`config.mk`:
```
export PLATFORM = sky130hd
export DESIGN_NAME = umrs_job_fifo
export DESIGN_NICKNAME = d
export VERILOG_FILES = /design/src/rtl/core/umrs_pkg.sv /design/src/rtl/core/umrs_job_fifo.sv
export VERILOG_INCLUDE_DIRS = /design/src /design/src/rtl/core
export SDC_FILE = /design/constraint.sdc
export NUM_CORES = 1
export LEC_CHECK = 0
export ABC_AREA = 1
export ABC_CLOCK_PERIOD_IN_PS = 3040
export BUFFER_PORTS_ARGS = -buffer_cell sky130_fd_sc_hd__buf_2
export CAP_MARGIN = 20
export CORE_MARGIN = 2
export CORE_UTILIZATION = 55
export CTS_CLUSTER_DIAMETER = 150
export CTS_CLUSTER_SIZE = 25
export DETAILED_ROUTE_END_ITERATION = 10
export GPL_TIMING_DRIVEN = 0
export HOLD_SLACK_MARGIN = 0.05
export PLACE_DENSITY = 0.77
export SLEW_MARGIN = 10
export SYNTH_ARGS = -nofsm -noshare
export SYNTH_HDL_FRONTEND = slang
export SYNTH_SLANG_ARGS = --single-unit
export TNS_END_PERCENT = 100
```
`constraint.sdc`:
```
create_clock -name clk -period 3.04 [get_ports clk]
set_input_delay 0.608 -clock clk [delete_from_list [all_inputs] [get_ports clk]]
set_output_delay 0.608 -clock clk [all_outputs]
set_load 0.05 [all_outputs]
```
`src/rtl/core/uniform_mod769_rejection_sampler_top_assert.svh`:
```
// Assertion macros shared by the sampler modules.
// Each macro expects signals named clk and arst_n in the scope where it is used.
`ifndef UNIFORM_MOD769_REJECTION_SAMPLER_TOP_ASSERT_SVH
`define UNIFORM_MOD769_REJECTION_SAMPLER_TOP_ASSERT_SVH

`ifndef SYNTHESIS

`define UMRS_ASSERT(label, prop, msg) \
	label: assert property (@(posedge clk) disable iff (!arst_n) prop) else $error(msg);

`define UMRS_NEVER(label, cond, msg) \
	`UMRS_ASSERT(label, !(cond), msg)

`else

`define UMRS_ASSERT(label, prop, msg)

`define UMRS_NEVER(label, cond, msg)

`endif

`endif

```
`src/rtl/core/umrs_pkg.sv`:
```
package umrs_pkg;

	localparam int POLY_COEFFS       = 1024;
	localparam int BIG_CHUNK_BYTES   = 1368;
	localparam int SMALL_CHUNK_BYTES = 30;

	localparam int KEPT_WORDS = (POLY_COEFFS - 4) / 5;
	localparam int BIG_USED   = (BIG_CHUNK_BYTES / 6) * 6;
	localparam int SMALL_USED = (SMALL_CHUNK_BYTES / 5) * 5;

	localparam int BYTE_W  = 8;
	localparam int COEFF_W = 10;
	localparam int IDX_W   = 10;
	localparam int WORD_W  = 48;
	localparam int TAIL_W  = 40;
	localparam int CHUNK_W = $clog2(((BIG_CHUNK_BYTES > SMALL_CHUNK_BYTES) ?
		BIG_CHUNK_BYTES : SMALL_CHUNK_BYTES) + 1);
	localparam int KEPT_W  = $clog2(KEPT_WORDS + 1);

	localparam logic [COEFF_W-1:0] Q_MOD    = 10'd769;
	localparam logic [WORD_W-1:0]  Q_POW5   = 48'd268925323054849;
	localparam logic [TAIL_W-1:0]  Q_POW4   = 40'd349707832321;
	localparam logic [BYTE_W-1:0]  TOP_MASK = 8'h7F;

	// Index of the first of the four tail coefficients, reduced to the index width.
	localparam logic [IDX_W-1:0] TAIL_BASE = IDX_W'(POLY_COEFFS - 4);
	localparam logic [IDX_W-1:0] LAST_IDX  = IDX_W'(POLY_COEFFS - 1);

	localparam int JOB_DEPTH = 4;
	localparam int JOB_PTR_W = $clog2(JOB_DEPTH);
	localparam int JOB_CNT_W = $clog2(JOB_DEPTH + 1);

	// The long division by 769 works on one 16-bit chunk of the word per lane.
	localparam int LIMB_W = 16;
	localparam int DIVIN_W = COEFF_W + LIMB_W;
	localparam int RECIP_SHIFT = 32;
	localparam logic [22:0] DIV_RECIP = 23'((64'd1 << RECIP_SHIFT) / 64'd769);
	localparam int PROD_W = DIVIN_W + 23;

	typedef struct packed {
		logic [WORD_W-1:0] x;
		logic [IDX_W-1:0]  base;
		logic              tail;
	} job_t;

	typedef struct packed {
		logic [LIMB_W-1:0]  q;
		logic [COEFF_W-1:0] r;
	} divmod_t;

	// Quotient and remainder of v by 769, valid for v below 769 * 2^16.
	// The reciprocal estimate is at most one low, so one correction step suffices.
	function automatic divmod_t div769(input logic [DIVIN_W-1:0] v);
		logic [PROD_W-1:0] prod;
		logic [16:0]       q0;
		logic [26:0]       back;
		logic [26:0]       rem;
		divmod_t           res;
		prod = PROD_W'(v) * PROD_W'(DIV_RECIP);
		q0   = prod[RECIP_SHIFT +: 17];
		back = 27'({q0, 9'b0}) + 27'({q0, 8'b0}) + 27'(q0);
		rem  = 27'(v) - back;
		if (rem >= 27'(Q_MOD)) begin
			res.q = LIMB_W'(q0 + 17'd1);
			res.r = COEFF_W'(rem - 27'(Q_MOD));
		end else begin
			res.q = q0[LIMB_W-1:0];
			res.r = rem[COEFF_W-1:0];
		end
		return res;
	endfunction

endpackage

```
`src/rtl/core/umrs_job_fifo.sv`:
```
`include "uniform_mod769_rejection_sampler_top_assert.svh"

module umrs_job_fifo (
	input  logic            clk,
	input  logic            arst_n,
	input  logic            push,
	input  umrs_pkg::job_t  job_in,
	output logic            full,
	input  logic            pop,
	output logic            valid,
	output umrs_pkg::job_t  job_out
);

	umrs_pkg::job_t                   mem_q [umrs_pkg::JOB_DEPTH];
	logic [umrs_pkg::JOB_PTR_W-1:0]   wr_q;
	logic [umrs_pkg::JOB_PTR_W-1:0]   rd_q;
	logic [umrs_pkg::JOB_CNT_W-1:0]   count_q;

	assign full    = (count_q == umrs_pkg::JOB_CNT_W'(umrs_pkg::JOB_DEPTH));
	assign valid   = (count_q != '0);
	assign job_out = mem_q[rd_q];

	always_ff @(posedge clk) begin
		if (push) begin
			mem_q[wr_q] <= job_in;
		end
	end

	always_ff @(posedge clk or negedge arst_n) begin
		if (!arst_n) begin
			wr_q    <= '0;
			rd_q    <= '0;
			count_q <= '0;
		end else begin
			if (push) begin
				wr_q <= (wr_q == umrs_pkg::JOB_PTR_W'(umrs_pkg::JOB_DEPTH - 1)) ?
					'0 : wr_q + 1'b1;
			end
			if (pop) begin
				rd_q <= (rd_q == umrs_pkg::JOB_PTR_W'(umrs_pkg::JOB_DEPTH - 1)) ?
					'0 : rd_q + 1'b1;
			end
			if (push && !pop) begin
				count_q <= count_q + 1'b1;
			end else if (pop && !push) begin
				count_q <= count_q - 1'b1;
			end
		end
	end

	`UMRS_NEVER(a_push_when_full, push && full, "job pushed into a full queue")
	`UMRS_NEVER(a_pop_when_empty, pop && !valid, "job popped from an empty queue")
	`UMRS_ASSERT(a_count_bound, count_q <= umrs_pkg::JOB_CNT_W'(umrs_pkg::JOB_DEPTH), "queue count out of range")

endmodule

```
==> out/qor.txt <==
crit start category -> flop
Pleak -> 4.617 nW
latest clock arrival within the worst-skew pair -> 470 ps
GR Overflow Total -> 0
Routed WL -> 19,090 um
TritonCTS clock tree -> done
Worst Path Arrival -> 1980 ps
CP required -> 2430 ps
vias in the first global route -> 5,859
Worst-Margin Slew -> 414.5 ps
Most Frequent Cell on Critical Path -> buf_2
Placed Instances -> 1,098
first-pass GRT wire length -> 30,160 um
Post-synth EDFFs -> 236
fin crit period -> 2592 ps
ant diodes -> 0
DRC violations left -> 0
Worst R2R Start -> wr_q[0]
RSZ-0062 raised after global routing -> no
fin nets -> 955
Syn Nets -> 812
count leader, synth -> edfxtp_1
synth top area cells -> edfxtp_1 72%, o211ai_1 9.0%, nand2_1 7.3%
Synth async-reset ratio -> 0.02881
HP Class -> in -> reg
vias per inst -> 5.248
PortBufs -> 123
post-route insts no fill -> 1,116
hold_buf cts -> 1
DRT Pass-1 Iters -> 4
setup tns final -> 0 ps
cell count after synthesis -> 742
clock-pin transition on the worst setup and hold timing paths -> 100 ps
max cap viols -> 0
height of the die -> 138.1 um
hold path depth -> 1
Initial Util -> 0.5559
total track usage -> 0.2012
r2r setup slk -> 1340 ps
crit-path cells -> buf_2 > inv_2 > buf_2 > o211ai_1 > nand2_1 > buf_2
Worst setup EP type -> output port
Pwr Density -> 1021 nW/um^2
CP max stage cell -> dfrtp_1
Routed Antenna Nets -> 0
post-layout util -> 0.6326
Fin Clk Skew -> 14.35 ps
syn_area_per_cell -> 13.32 sq um
routed len/inst -> 17.10 um
clk sinks -> 243
dpl hpwl -> 11,920 um
layout cell share with drive strength beyond 1 -> 0.2097
Synth top area share -> 0.7170
die footprint -> 19,060 sq um
overall die width -> 138.1 um
Max Transition Viols Final -> 0
VDD IR max -> 0.7500 mV
vias -> 5,857
synthesized flop and latch total -> 243
Final period util -> 0.8526
synthesized cell area -> 9884 sq um
worst reg-to-reg path cell count -> 5
fillers -> 1,307
Final Hold Vio Count -> 0
Crit path largest cell delay -> 390 ps
relative slew slack -> 0.7236
Cell Rows -> 49
CTS H-tree lvls -> 1
postcts setup bufs -> 0
Yosys cell types -> 18
IO Pins -> 124
top_reg_cell synth -> edfxtp_1
top cell type by total area after synthesis -> edfxtp_1
Core ar. -> 17,780 sq um
status -> completed
# setup viols final -> 0
Routability Congestion -> 0.7432
Reg-to-Reg End -> mem_q[0][10]
Iter 0 DRT Violations -> 378
kind of critical path -> reg -> out
sequential element share of the synthesized area -> 0.7347
Critical Path Source -> rd_q[1]
Clock Path Buffers -> 3
area delta synth->final -> 13.78%
YS warnings -> 0
top post-synthesis cells by count -> 236 x edfxtp_1, 193 x nand2_1, 129 x inv_1
clock root buffer -> clkbuf_16
CP max FO -> 10
post_cts resized -> 0
initial antenna violation count -> 1
TritonCTS Buffers -> 13
largest net degree at the start of global routing -> 54
crit path to -> job_out[7]
FMAX -> 385.8 MHz
[worst min-delay path by stage]
stage / from / end / slack, ps
finish: job_in[44] / mem_q[0][44] / 350
global route: job_in[48] / mem_q[1][48] / 330
CTS: job_in[48] / mem_q[1][48] / 330
detailed placement: arst_n / count_q[2] / 460
global placement: arst_n / count_q[2] / 460
floorplan: arst_n / count_q[0] / 310
[kinds of logic (layout without fill, tap and decap cells)]
kind of cell / Yosys count / in the layout / synth area share
and+or+nand+nor: 199 / 199 / 0.07607
AOI/OAI and AO/OA: 122 / 122 / 0.09165
buffers and inverters: 170 / 315 / 0.08709
adders and majority gates: 7 / 7 / 0.009620
DFF: 243 / 243 / 0.7347
xor gates and xnor gates: 1 / 1 / 0.0008862
[state kept, by name (all words and copies together), names as in the netlist]
name	cells
rd_q	2
mem_q	236
count_q	3
wr_q	2
[area by class of cell]
type	instances	area, sq um	area share
Tap cell	229	286.5	0.02548
Timing Repair Buffer	128	720.7	0.06408
Sequential cell	243	7262	0.6457
Multi-Input combinational cell	329	1762	0.1566
Buffer	39	369.1	0.03282
Inverter	131	501.7	0.04461
Clock buffer	16	336.6	0.02993
Clock inverter	1	8.758	0.0007787
[where the power goes]
| part | total [W] | internal [W] | switching, W |
|---|---|---|---|
| sequential | 0.00442 | 0.00428 | 0.000138 |
| combinational | 0.00532 | 0.00135 | 0.00397 |
| clock | 0.00174 | 0.000792 | 0.000947 |
[layout by cell type (no fill, tap or decap), types with 2 or more instances in the layout]
cell type and instances:
buf_12 2, buf_16 2, buf_2 134, buf_6 26, clkbuf_1 3, clkbuf_16 13
dfrtp_1 7, edfxtp_1 236, ha_1 6, inv_1 125, inv_2 2, inv_4 4
nand2_1 193, nor2_1 3, o211ai_1 118, o21ai_0 4
[metrics by stage]
stage	cell area (sq um)	hold WS, ps	worst slack [ps]	total power, W
floorplan	9884	312.4	817.6	0.008445
global placement	10790	459.4	-234.2	0.009736
detailed placement	10890	463.3	925.5	0.009863
CTS	11250	334.0	411.7	0.01157
global route	11250	330.3	329.5	0.01205
finish	11250	347.2	448.1	0.01148
[layer usage]
metal  vias to the layer above  part of all wire  global-route usage
li1                       2853                 -                   -
met1                      2803              0.41              0.2707
met2                       175              0.51              0.3481
met3                        24             0.067             0.03464
met4                         2             0.012             0.04565
met5                         -           0.00084                   0
[worst max-delay path: cells and delay by family (launching register included)]
family	cells	cell delay (ps)
flops	1	390
buf+inv	4	870
simple gates	1	110
compound gates	1	140
Power figures use the tool's default switching activity.
