`src/rtl/core/uniform_mod769_rejection_sampler_top_assert.svh`:
```
// Assertion macros shared by the sampler modules.
// Each macro expects signals named clk and arst_n in the scope where it is used.
`ifndef UNIFORM_MOD769_REJECTION_SAMPLER_TOP_ASSERT_SVH
`define UNIFORM_MOD769_REJECTION_SAMPLER_TOP_ASSERT_SVH

`ifndef SYNTHESIS

`define UMRS_ASSERT(label, prop, msg) \
	label: assert property (@(posedge clk) disable iff (!arst_n) prop) else $error(msg);

`define UMRS_NEVER(label, cond, msg) \
	`UMRS_ASSERT(label, !(cond), msg)

`else

`define UMRS_ASSERT(label, prop, msg)

`define UMRS_NEVER(label, cond, msg)

`endif

`endif

```
`src/rtl/core/umrs_pkg.sv`:
```
package umrs_pkg;

	localparam int POLY_COEFFS       = 1024;
	localparam int BIG_CHUNK_BYTES   = 1368;
	localparam int SMALL_CHUNK_BYTES = 30;

	localparam int KEPT_WORDS = (POLY_COEFFS - 4) / 5;
	localparam int BIG_USED   = (BIG_CHUNK_BYTES / 6) * 6;
	localparam int SMALL_USED = (SMALL_CHUNK_BYTES / 5) * 5;

	localparam int BYTE_W  = 8;
	localparam int COEFF_W = 10;
	localparam int IDX_W   = 10;
	localparam int WORD_W  = 48;
	localparam int TAIL_W  = 40;
	localparam int CHUNK_W = $clog2(((BIG_CHUNK_BYTES > SMALL_CHUNK_BYTES) ?
		BIG_CHUNK_BYTES : SMALL_CHUNK_BYTES) + 1);
	localparam int KEPT_W  = $clog2(KEPT_WORDS + 1);

	localparam logic [COEFF_W-1:0] Q_MOD    = 10'd769;
	localparam logic [WORD_W-1:0]  Q_POW5   = 48'd268925323054849;
	localparam logic [TAIL_W-1:0]  Q_POW4   = 40'd349707832321;
	localparam logic [BYTE_W-1:0]  TOP_MASK = 8'h7F;

	// Index of the first of the four tail coefficients, reduced to the index width.
	localparam logic [IDX_W-1:0] TAIL_BASE = IDX_W'(POLY_COEFFS - 4);
	localparam logic [IDX_W-1:0] LAST_IDX  = IDX_W'(POLY_COEFFS - 1);

	localparam int JOB_DEPTH = 4;
	localparam int JOB_PTR_W = $clog2(JOB_DEPTH);
	localparam int JOB_CNT_W = $clog2(JOB_DEPTH + 1);

	// The long division by 769 works on one 16-bit chunk of the word per lane.
	localparam int LIMB_W = 16;
	localparam int DIVIN_W = COEFF_W + LIMB_W;
	localparam int RECIP_SHIFT = 32;
	localparam logic [22:0] DIV_RECIP = 23'((64'd1 << RECIP_SHIFT) / 64'd769);
	localparam int PROD_W = DIVIN_W + 23;

	typedef struct packed {
		logic [WORD_W-1:0] x;
		logic [IDX_W-1:0]  base;
		logic              tail;
	} job_t;

	typedef struct packed {
		logic [LIMB_W-1:0]  q;
		logic [COEFF_W-1:0] r;
	} divmod_t;

	// Quotient and remainder of v by 769, valid for v below 769 * 2^16.
	// The reciprocal estimate is at most one low, so one correction step suffices.
	function automatic divmod_t div769(input logic [DIVIN_W-1:0] v);
		logic [PROD_W-1:0] prod;
		logic [16:0]       q0;
		logic [26:0]       back;
		logic [26:0]       rem;
		divmod_t           res;
		prod = PROD_W'(v) * PROD_W'(DIV_RECIP);
		q0   = prod[RECIP_SHIFT +: 17];
		back = 27'({q0, 9'b0}) + 27'({q0, 8'b0}) + 27'(q0);
		rem  = 27'(v) - back;
		if (rem >= 27'(Q_MOD)) begin
			res.q = LIMB_W'(q0 + 17'd1);
			res.r = COEFF_W'(rem - 27'(Q_MOD));
		end else begin
			res.q = q0[LIMB_W-1:0];
			res.r = rem[COEFF_W-1:0];
		end
		return res;
	endfunction

endpackage

```
`src/rtl/core/umrs_in_if.sv`:
```
interface umrs_in_if;
	logic                          valid;
	logic                          ready;
	logic [umrs_pkg::BYTE_W-1:0]   stream_byte;
	logic                          new_stream;

	modport source(output valid, output stream_byte, output new_stream, input ready);
	modport sink(input valid, input stream_byte, input new_stream, output ready);
endinterface

```
`src/rtl/core/umrs_front.sv`:
```
module umrs_front (
	input  logic            clk,
	input  logic            arst_n,
	umrs_in_if.sink         stream,
	input  logic            full,
	output logic            push,
	output umrs_pkg::job_t  job
);

	typedef enum logic [3:0] {
		PH_ONE   = 4'b0001,
		PH_DRAIN = 4'b0010,
		PH_TWO   = 4'b0100,
		PH_DONE  = 4'b1000
	} phase_t;

	phase_t                              phase_q, c_phase, n_phase;
	logic [umrs_pkg::WORD_W-1:0]         acc_q, c_acc, n_acc;
	logic [2:0]                          biw_q, c_biw, n_biw;
	logic [umrs_pkg::CHUNK_W-1:0]        cnt_q, c_cnt, n_cnt;
	logic [umrs_pkg::KEPT_W-1:0]         kept_q, c_kept, n_kept;
	logic [umrs_pkg::IDX_W-1:0]          base_q, c_base, n_base;
	logic [umrs_pkg::BYTE_W-1:0]         b;
	logic                                accept;
	logic                                keep;

	assign stream.ready = !full;
	assign accept = stream.valid && stream.ready;
	assign push = accept && keep;

	always_comb begin
		if (stream.new_stream) begin
			c_phase = PH_ONE;
			c_acc   = '0;
			c_biw   = '0;
			c_cnt   = '0;
			c_kept  = '0;
			c_base  = '0;
		end else begin
			c_phase = phase_q;
			c_acc   = acc_q;
			c_biw   = biw_q;
			c_cnt   = cnt_q;
			c_kept  = kept_q;
			c_base  = base_q;
		end

		n_phase  = c_phase;
		n_acc    = c_acc;
		n_biw    = c_biw;
		n_cnt    = c_cnt;
		n_kept   = c_kept;
		n_base   = c_base;
		keep     = 1'b0;
		job.x    = c_acc;
		job.base = c_base;
		job.tail = 1'b0;
		b        = stream.stream_byte;

		case (c_phase)
			PH_ONE: begin
				if (c_cnt < umrs_pkg::CHUNK_W'(umrs_pkg::BIG_USED)) begin
					for (int i = 0; i < 6; i++) begin
						if (c_biw == 3'(i)) begin
							n_acc[8*i +: 8] = b;
						end
					end
					if (c_biw == 3'd5) begin
						job.x = n_acc;
						n_acc = '0;
						n_biw = '0;
						if (job.x < umrs_pkg::Q_POW5) begin
							keep   = 1'b1;
							n_kept = c_kept + 1'b1;
							n_base = c_base + umrs_pkg::IDX_W'(5);
						end
					end else begin
						n_biw = c_biw + 3'd1;
					end
				end
				if (c_cnt == umrs_pkg::CHUNK_W'(umrs_pkg::BIG_CHUNK_BYTES - 1)) begin
					n_cnt = '0;
				end else begin
					n_cnt = c_cnt + 1'b1;
				end
				if (n_kept >= umrs_pkg::KEPT_W'(umrs_pkg::KEPT_WORDS)) begin
					n_acc   = '0;
					n_biw   = '0;
					n_phase = (n_cnt == '0) ? PH_TWO : PH_DRAIN;
				end
			end
			PH_DRAIN: begin
				if (c_cnt == umrs_pkg::CHUNK_W'(umrs_pkg::BIG_CHUNK_BYTES - 1)) begin
					n_cnt   = '0;
					n_phase = PH_TWO;
				end else begin
					n_cnt = c_cnt + 1'b1;
				end
			end
			PH_TWO: begin
				if (c_cnt == umrs_pkg::CHUNK_W'(umrs_pkg::SMALL_CHUNK_BYTES - 1)) begin
					n_cnt = '0;
				end else begin
					n_cnt = c_cnt + 1'b1;
				end
				if (c_cnt < umrs_pkg::CHUNK_W'(umrs_pkg::SMALL_USED)) begin
					// The fifth byte of a tail word loses its top bit.
					for (int i = 0; i < 5; i++) begin
						if (c_biw == 3'(i)) begin
							n_acc[8*i +: 8] = (i == 4) ? (b & umrs_pkg::TOP_MASK) : b;
						end
					end
					if (c_biw == 3'd4) begin
						job.x = n_acc;
						n_acc = '0;
						n_biw = '0;
						if (job.x[umrs_pkg::TAIL_W-1:0] < umrs_pkg::Q_POW4) begin
							keep     = 1'b1;
							job.base = umrs_pkg::TAIL_BASE;
							job.tail = 1'b1;
							n_phase  = PH_DONE;
							n_cnt    = '0;
						end
					end else begin
						n_biw = c_biw + 3'd1;
					end
				end
			end
			PH_DONE: begin
				n_phase = PH_DONE;
			end
			default: begin
				n_phase = PH_ONE;
			end
		endcase
	end

	always_ff @(posedge clk or negedge arst_n) begin
		if (!arst_n) begin
			phase_q <= PH_ONE;
			acc_q   <= '0;
			biw_q   <= '0;
			cnt_q   <= '0;
			kept_q  <= '0;
			base_q  <= '0;
		end else if (accept) begin
			phase_q <= n_phase;
			acc_q   <= n_acc;
			biw_q   <= n_biw;
			cnt_q   <= n_cnt;
			kept_q  <= n_kept;
			base_q  <= n_base;
		end
	end

endmodule

```
`src/flat_wrapper.sv`:
```
// flat-port wrapper written by rule: the top's interface ports become plain ports
module umrs_front_flat 
  (clk, arst_n, full, push, job, stream_valid, stream_stream_byte, stream_new_stream, stream_ready);
  umrs_in_if stream_i ();
  input  logic clk;
  input  logic arst_n;
  input  logic full;
  output logic push;
  output umrs_pkg::job_t job;
  input wire logic [$bits(stream_i.valid)-1:0] stream_valid;
  input wire logic [$bits(stream_i.stream_byte)-1:0] stream_stream_byte;
  input wire logic [$bits(stream_i.new_stream)-1:0] stream_new_stream;
  output wire logic [$bits(stream_i.ready)-1:0] stream_ready;
  assign stream_i.valid = stream_valid;
  assign stream_i.stream_byte = stream_stream_byte;
  assign stream_i.new_stream = stream_new_stream;
  assign stream_ready = stream_i.ready;
  umrs_front u_core (.clk(clk), .arst_n(arst_n), .stream(stream_i), .full(full), .push(push), .job(job));
endmodule
```
`config.mk`:
```
export PLATFORM = sky130hd
export DESIGN_NAME = umrs_front_flat
export DESIGN_NICKNAME = d
export VERILOG_FILES = /design/src/rtl/core/uniform_mod769_rejection_sampler_top_assert.svh /design/src/rtl/core/umrs_pkg.sv /design/src/rtl/core/umrs_in_if.sv /design/src/rtl/core/umrs_front.sv /design/src/flat_wrapper.sv
export SDC_FILE = /design/constraint.sdc
export NUM_CORES = 1
export LEC_CHECK = 0
export BUFFER_PORTS_ARGS = -buffer_cell sky130_fd_sc_hd__buf_2
export CORE_MARGIN = 2
export CORE_UTILIZATION = 66
export DETAILED_ROUTE_END_ITERATION = 16
export GPL_TIMING_DRIVEN = 0
export HOLD_SLACK_MARGIN = 0.06
export PLACE_DENSITY = 0.88
export RECOVER_POWER = 100
export REMOVE_ABC_BUFFERS = 1
export SLEW_MARGIN = 30
export SYNTH_ARGS = -nofsm -noshare
export SYNTH_HDL_FRONTEND = slang
export SYNTH_SLANG_ARGS = --single-unit
```
`constraint.sdc`:
```
create_clock -name clk -period 8.3 [get_ports clk]
set_clock_uncertainty 0.1 [all_clocks]
set_input_delay 0.83 -clock clk [delete_from_list [all_inputs] [get_ports clk]]
set_output_delay 0.83 -clock clk [all_outputs]
set_load 0.01 [all_outputs]
```
==> impl_metrics.env <==
export IMPL_status="finished, violations left"
export IMPL_violations="capacitance limit, slew limit"
export IMPL_seqPwrFrac_pct=37.2
export IMPL_timing_final_hold_violations=0
export IMPL_via_per_inst=7.21
export IMPL_fp_dieW_um=111
export IMPL_synth_top_area_share_pct=27.7
export IMPL_path_buf_inv=4
export IMPL_syn_to_final_growth_pct=5.52
export IMPL_numCtsBuffers=9
export IMPL_nets=1021
export IMPL_fill_cells=949
export IMPL_hold_buffers=0
export IMPL_maxCapViolCount=5
export IMPL_required_ns=8.38
export IMPL_cpPeakStageDelay_ns=0.78
export IMPL_ys_warn_count=0
export IMPL_gp_congestion=0.909
export IMPL_critical_path_top_delay_family="compound AO/OA/AOI/OAI gates"
export IMPL_port_buffers=73
export IMPL_ios=74
export IMPL_ys_seq_elements=84
export IMPL_routed_wl_um=23100
export IMPL_crit_path_top_delay_cell="o211ai_1"
export IMPL_synth_seq_area_share_pct=28.0
export IMPL_cp_end_kind="flip-flop"
export IMPL_diodes=0
export IMPL_tightest_slew_ns=2.55
export IMPL_netSwitchingPower_mw=0.527
export IMPL_clockPowerShare_pct=31.3
export IMPL_rsz0062_at_grt="no"
export IMPL_synthFlopType="dfrtp_1"
export IMPL_postSynthCellCount=1006
export IMPL_post_cts_buffers=0
export IMPL_dp_hpwl_um=14800
export IMPL_drc=0
export IMPL_setup_viol=0
export IMPL_multiInputGateArea_sq_um=4810
export IMPL_yosys_area_top_type="dfrtp_1"
export IMPL_antenna_found_initial=0
export IMPL_regArea_sq_um=2100
export IMPL_syn_cell_area_sq_um=7500
export IMPL_ant_nets=0
export IMPL_drtPass1Iterations=6
export IMPL_initial_core_util_pct=68.3
export IMPL_drt_initial_drc_count=1131
export IMPL_whs_ns=0.404
export IMPL_path_cells="buf_6 > buf_16 > inv_1 > nand2_1 > ha_1 > nor2b_1 > o22ai_1 > nor4_2 > a21oi_1 > o31ai_4 > a31oi_1 > or3_1 > a32o_2 > buf_16 > o211ai_1 > o221ai_1"
export IMPL_post_route_period_util_pct=87.6
export IMPL_final_util_pct=72.1
export IMPL_synthTopCellsByArea="dfrtp_1, nand2_1, o21ai_0, nor2_1, a21oi_1"
export IMPL_period_needed_ns=7.27
export IMPL_p_leak_nw=3.15
export IMPL_grt_max_degree=62
export IMPL_clk_path_buf_depth=2
export IMPL_ir_drop_mv=0.122
export IMPL_hold_path_class="flip-flop to flip-flop"
export IMPL_syn_avg_cell_area_sq_um=7.46
export IMPL_drt_wirelength_per_cell_um=20.1
export IMPL_cts_tree="done"
export IMPL_switching_share_pct=37.2
export IMPL_synth_cell_types=82
export IMPL_gr_total_overflow=0
export IMPL_setup_tns_ns=0
export IMPL_grt_use_total_pct=37.2
export IMPL_die_h_um=111
export IMPL_insertion_delay_ns=0.35
export IMPL_fp_row_count=38
export IMPL_core_area_sq_um=11000
export IMPL_synth_edff_count=0
export IMPL_grt_pass1_wl_um=38200
export IMPL_grt_pass1_vias=7757
export IMPL_dieArea_sq_um=12200
export IMPL_startpoint_type="input pin"
export IMPL_max_freq_mhz=138
export IMPL_pwr_share_comb_pct=31.4
export IMPL_drive_above_1_share_pct=6.45
export IMPL_cp_common_cell="buf_16"
export IMPL_clk_pin_slew_ns=0.06
export IMPL_async_flop_share_pct=100
export IMPL_htreeDepth=3
export IMPL_drv_slew=185
export IMPL_cts_resized=0
export IMPL_cts_root_buf="clkbuf_16"
export IMPL_max_slew_margin_pct=-70.1
export IMPL_clock_sinks=84
export IMPL_vias=8275
export IMPL_power_density_nw_per_um2=179
export IMPL_critPathArrivalTime_ns=7.35
export IMPL_path_class="input pin to flip-flop"
export IMPL_power_internal_mw=0.889
export IMPL_path_max_fanout=61
## layout by cell type, fill, tap and decap left out, types with 9 or more instances in the layout
master,instances
or3_1,11
o21ai_0,68
clkbuf_16,9
nor2_1,81
nor3_1,18
a31oi_1,44
a22o_1,9
and2_1,12
nor2b_1,29
nand2_1,130
nand2b_1,14
inv_1,30
a22oi_1,32
nor4_1,12
and3_1,22
o211ai_1,27
buf_2,19
mux2i_1,18
dfrtp_1,83
o22ai_1,19
o221ai_1,18
nand3_1,37
a21oi_1,59
clkbuf_1,56
## power groups by stage
stage | clock network [mW] | registers [mW] | logic [mW]
finish | 0.444 | 0.527 | 0.445
global route | 0.460 | 0.534 | 0.491
CTS | 0.444 | 0.524 | 0.445
detailed placement | 0 | 0.531 | 0.442
global placement | 0 | 0.528 | 0.426
floorplan | 0 | 0.513 | 0.314
## layer usage
layer  vias up  track usage, %  part of all wire, %
li1       3741               -                    -
met1      3840            49.0                   39
met2       580            56.5                   45
met3       114            7.30                   11
met4         0            22.9                  4.7
met5         -               0                    0
## path summary, 6_finish.rpt
check / from / to / slack (ns) / cells past startpoint
worst max-delay path: stream_new_stream / u_core.acc_q[14] / 1.03 / 16
worst min-delay path: u_core.base_q[8] / u_core.base_q[8] / 0.40 / 1
worst max register to register: u_core.biw_q[0] / u_core.acc_q[14] / 2.61 / 13
worst min register to register: u_core.base_q[8] / u_core.base_q[8] / 0.40 / 1
max in group asynchronous: arst_n / u_core.base_q[1] / 3.79 / 2
min in group asynchronous: arst_n / u_core.acc_q[19] / 1.02 / 1
## synthesized netlist by cell type, types with 12 or more instances
cell      count
nor2_1       83
a31oi_1      42
nand2b_1     14
nand3_1      37
dfrtp_1      83
o221ai_1     18
and3_1       22
a21oi_1      59
o22ai_1      19
clkbuf_1     64
inv_1        29
o211ai_1     26
nor3_1       18
nor2b_1      30
o21ai_0      65
nand2_1     131
and2_1       14
mux2i_1      18
nor4_1       12
a22oi_1      32
## metrics by stage
| stage | std cells | total power, mW | setup slack, ns | instance area (sq um) |
|---|---|---|---|---|
| global route | 1147 | 1.49 | 0.706 | 7920 |
| global placement | 1126 | 0.954 | -0.380 | 7600 |
| CTS | 1147 | 1.41 | 1.70 | 8100 |
| floorplan | 913 | 0.827 | 3.32 | 7060 |
| finish | 1147 | 1.42 | 1.03 | 7920 |
| detailed placement | 1131 | 0.973 | 1.38 | 7780 |
## worst register-to-register path, cell delays in order (launching register included)
cell	delay (ns)
dfrtp_1	0.50
nand2_1	0.21
ha_1	0.59
nor2b_1	0.52
o22ai_1	0.21
nor4_2	0.57
a21oi_1	0.20
o31ai_4	0.32
a31oi_1	0.23
or3_1	0.41
a32o_2	0.38
buf_16	0.23
o211ai_1	0.78
o221ai_1	0.26
## flip-flops by register name, indices dropped and copies added, names as in the netlist
signal,flops
u_core.cnt_q,11
u_core.phase_q,4
u_core.base_q,10
u_core.biw_q,3
u_core.acc_q,48
u_core.kept_q,8
## logic make-up (layout without fill, tap and decap cells)
| family | Yosys count | after routing | synth area share, % |
|---|---|---|---|
| XOR/XNOR | 8 | 8 | 0.934 |
| buffers and inverters | 123 | 124 | 7.44 |
| adder cells (fa/ha/maj) | 6 | 6 | 1.00 |
| AO/OA/AOI/OAI | 354 | 354 | 32.4 |
| AND/OR/NAND/NOR | 412 | 412 | 27.6 |
| multiplexers | 19 | 19 | 2.55 |
| flip-flops | 84 | 84 | 28.0 |
## cell type report
class	count	area share, %
clock buffer	10	2.89
clock inverter	6	1.12
inverter	30	1.42
multi-input combinational	799	60.8
sequential	84	26.6
tap	140	2.21
timing repair buffer	78	4.99
Note: power is estimated with default switching activity, not from simulation.
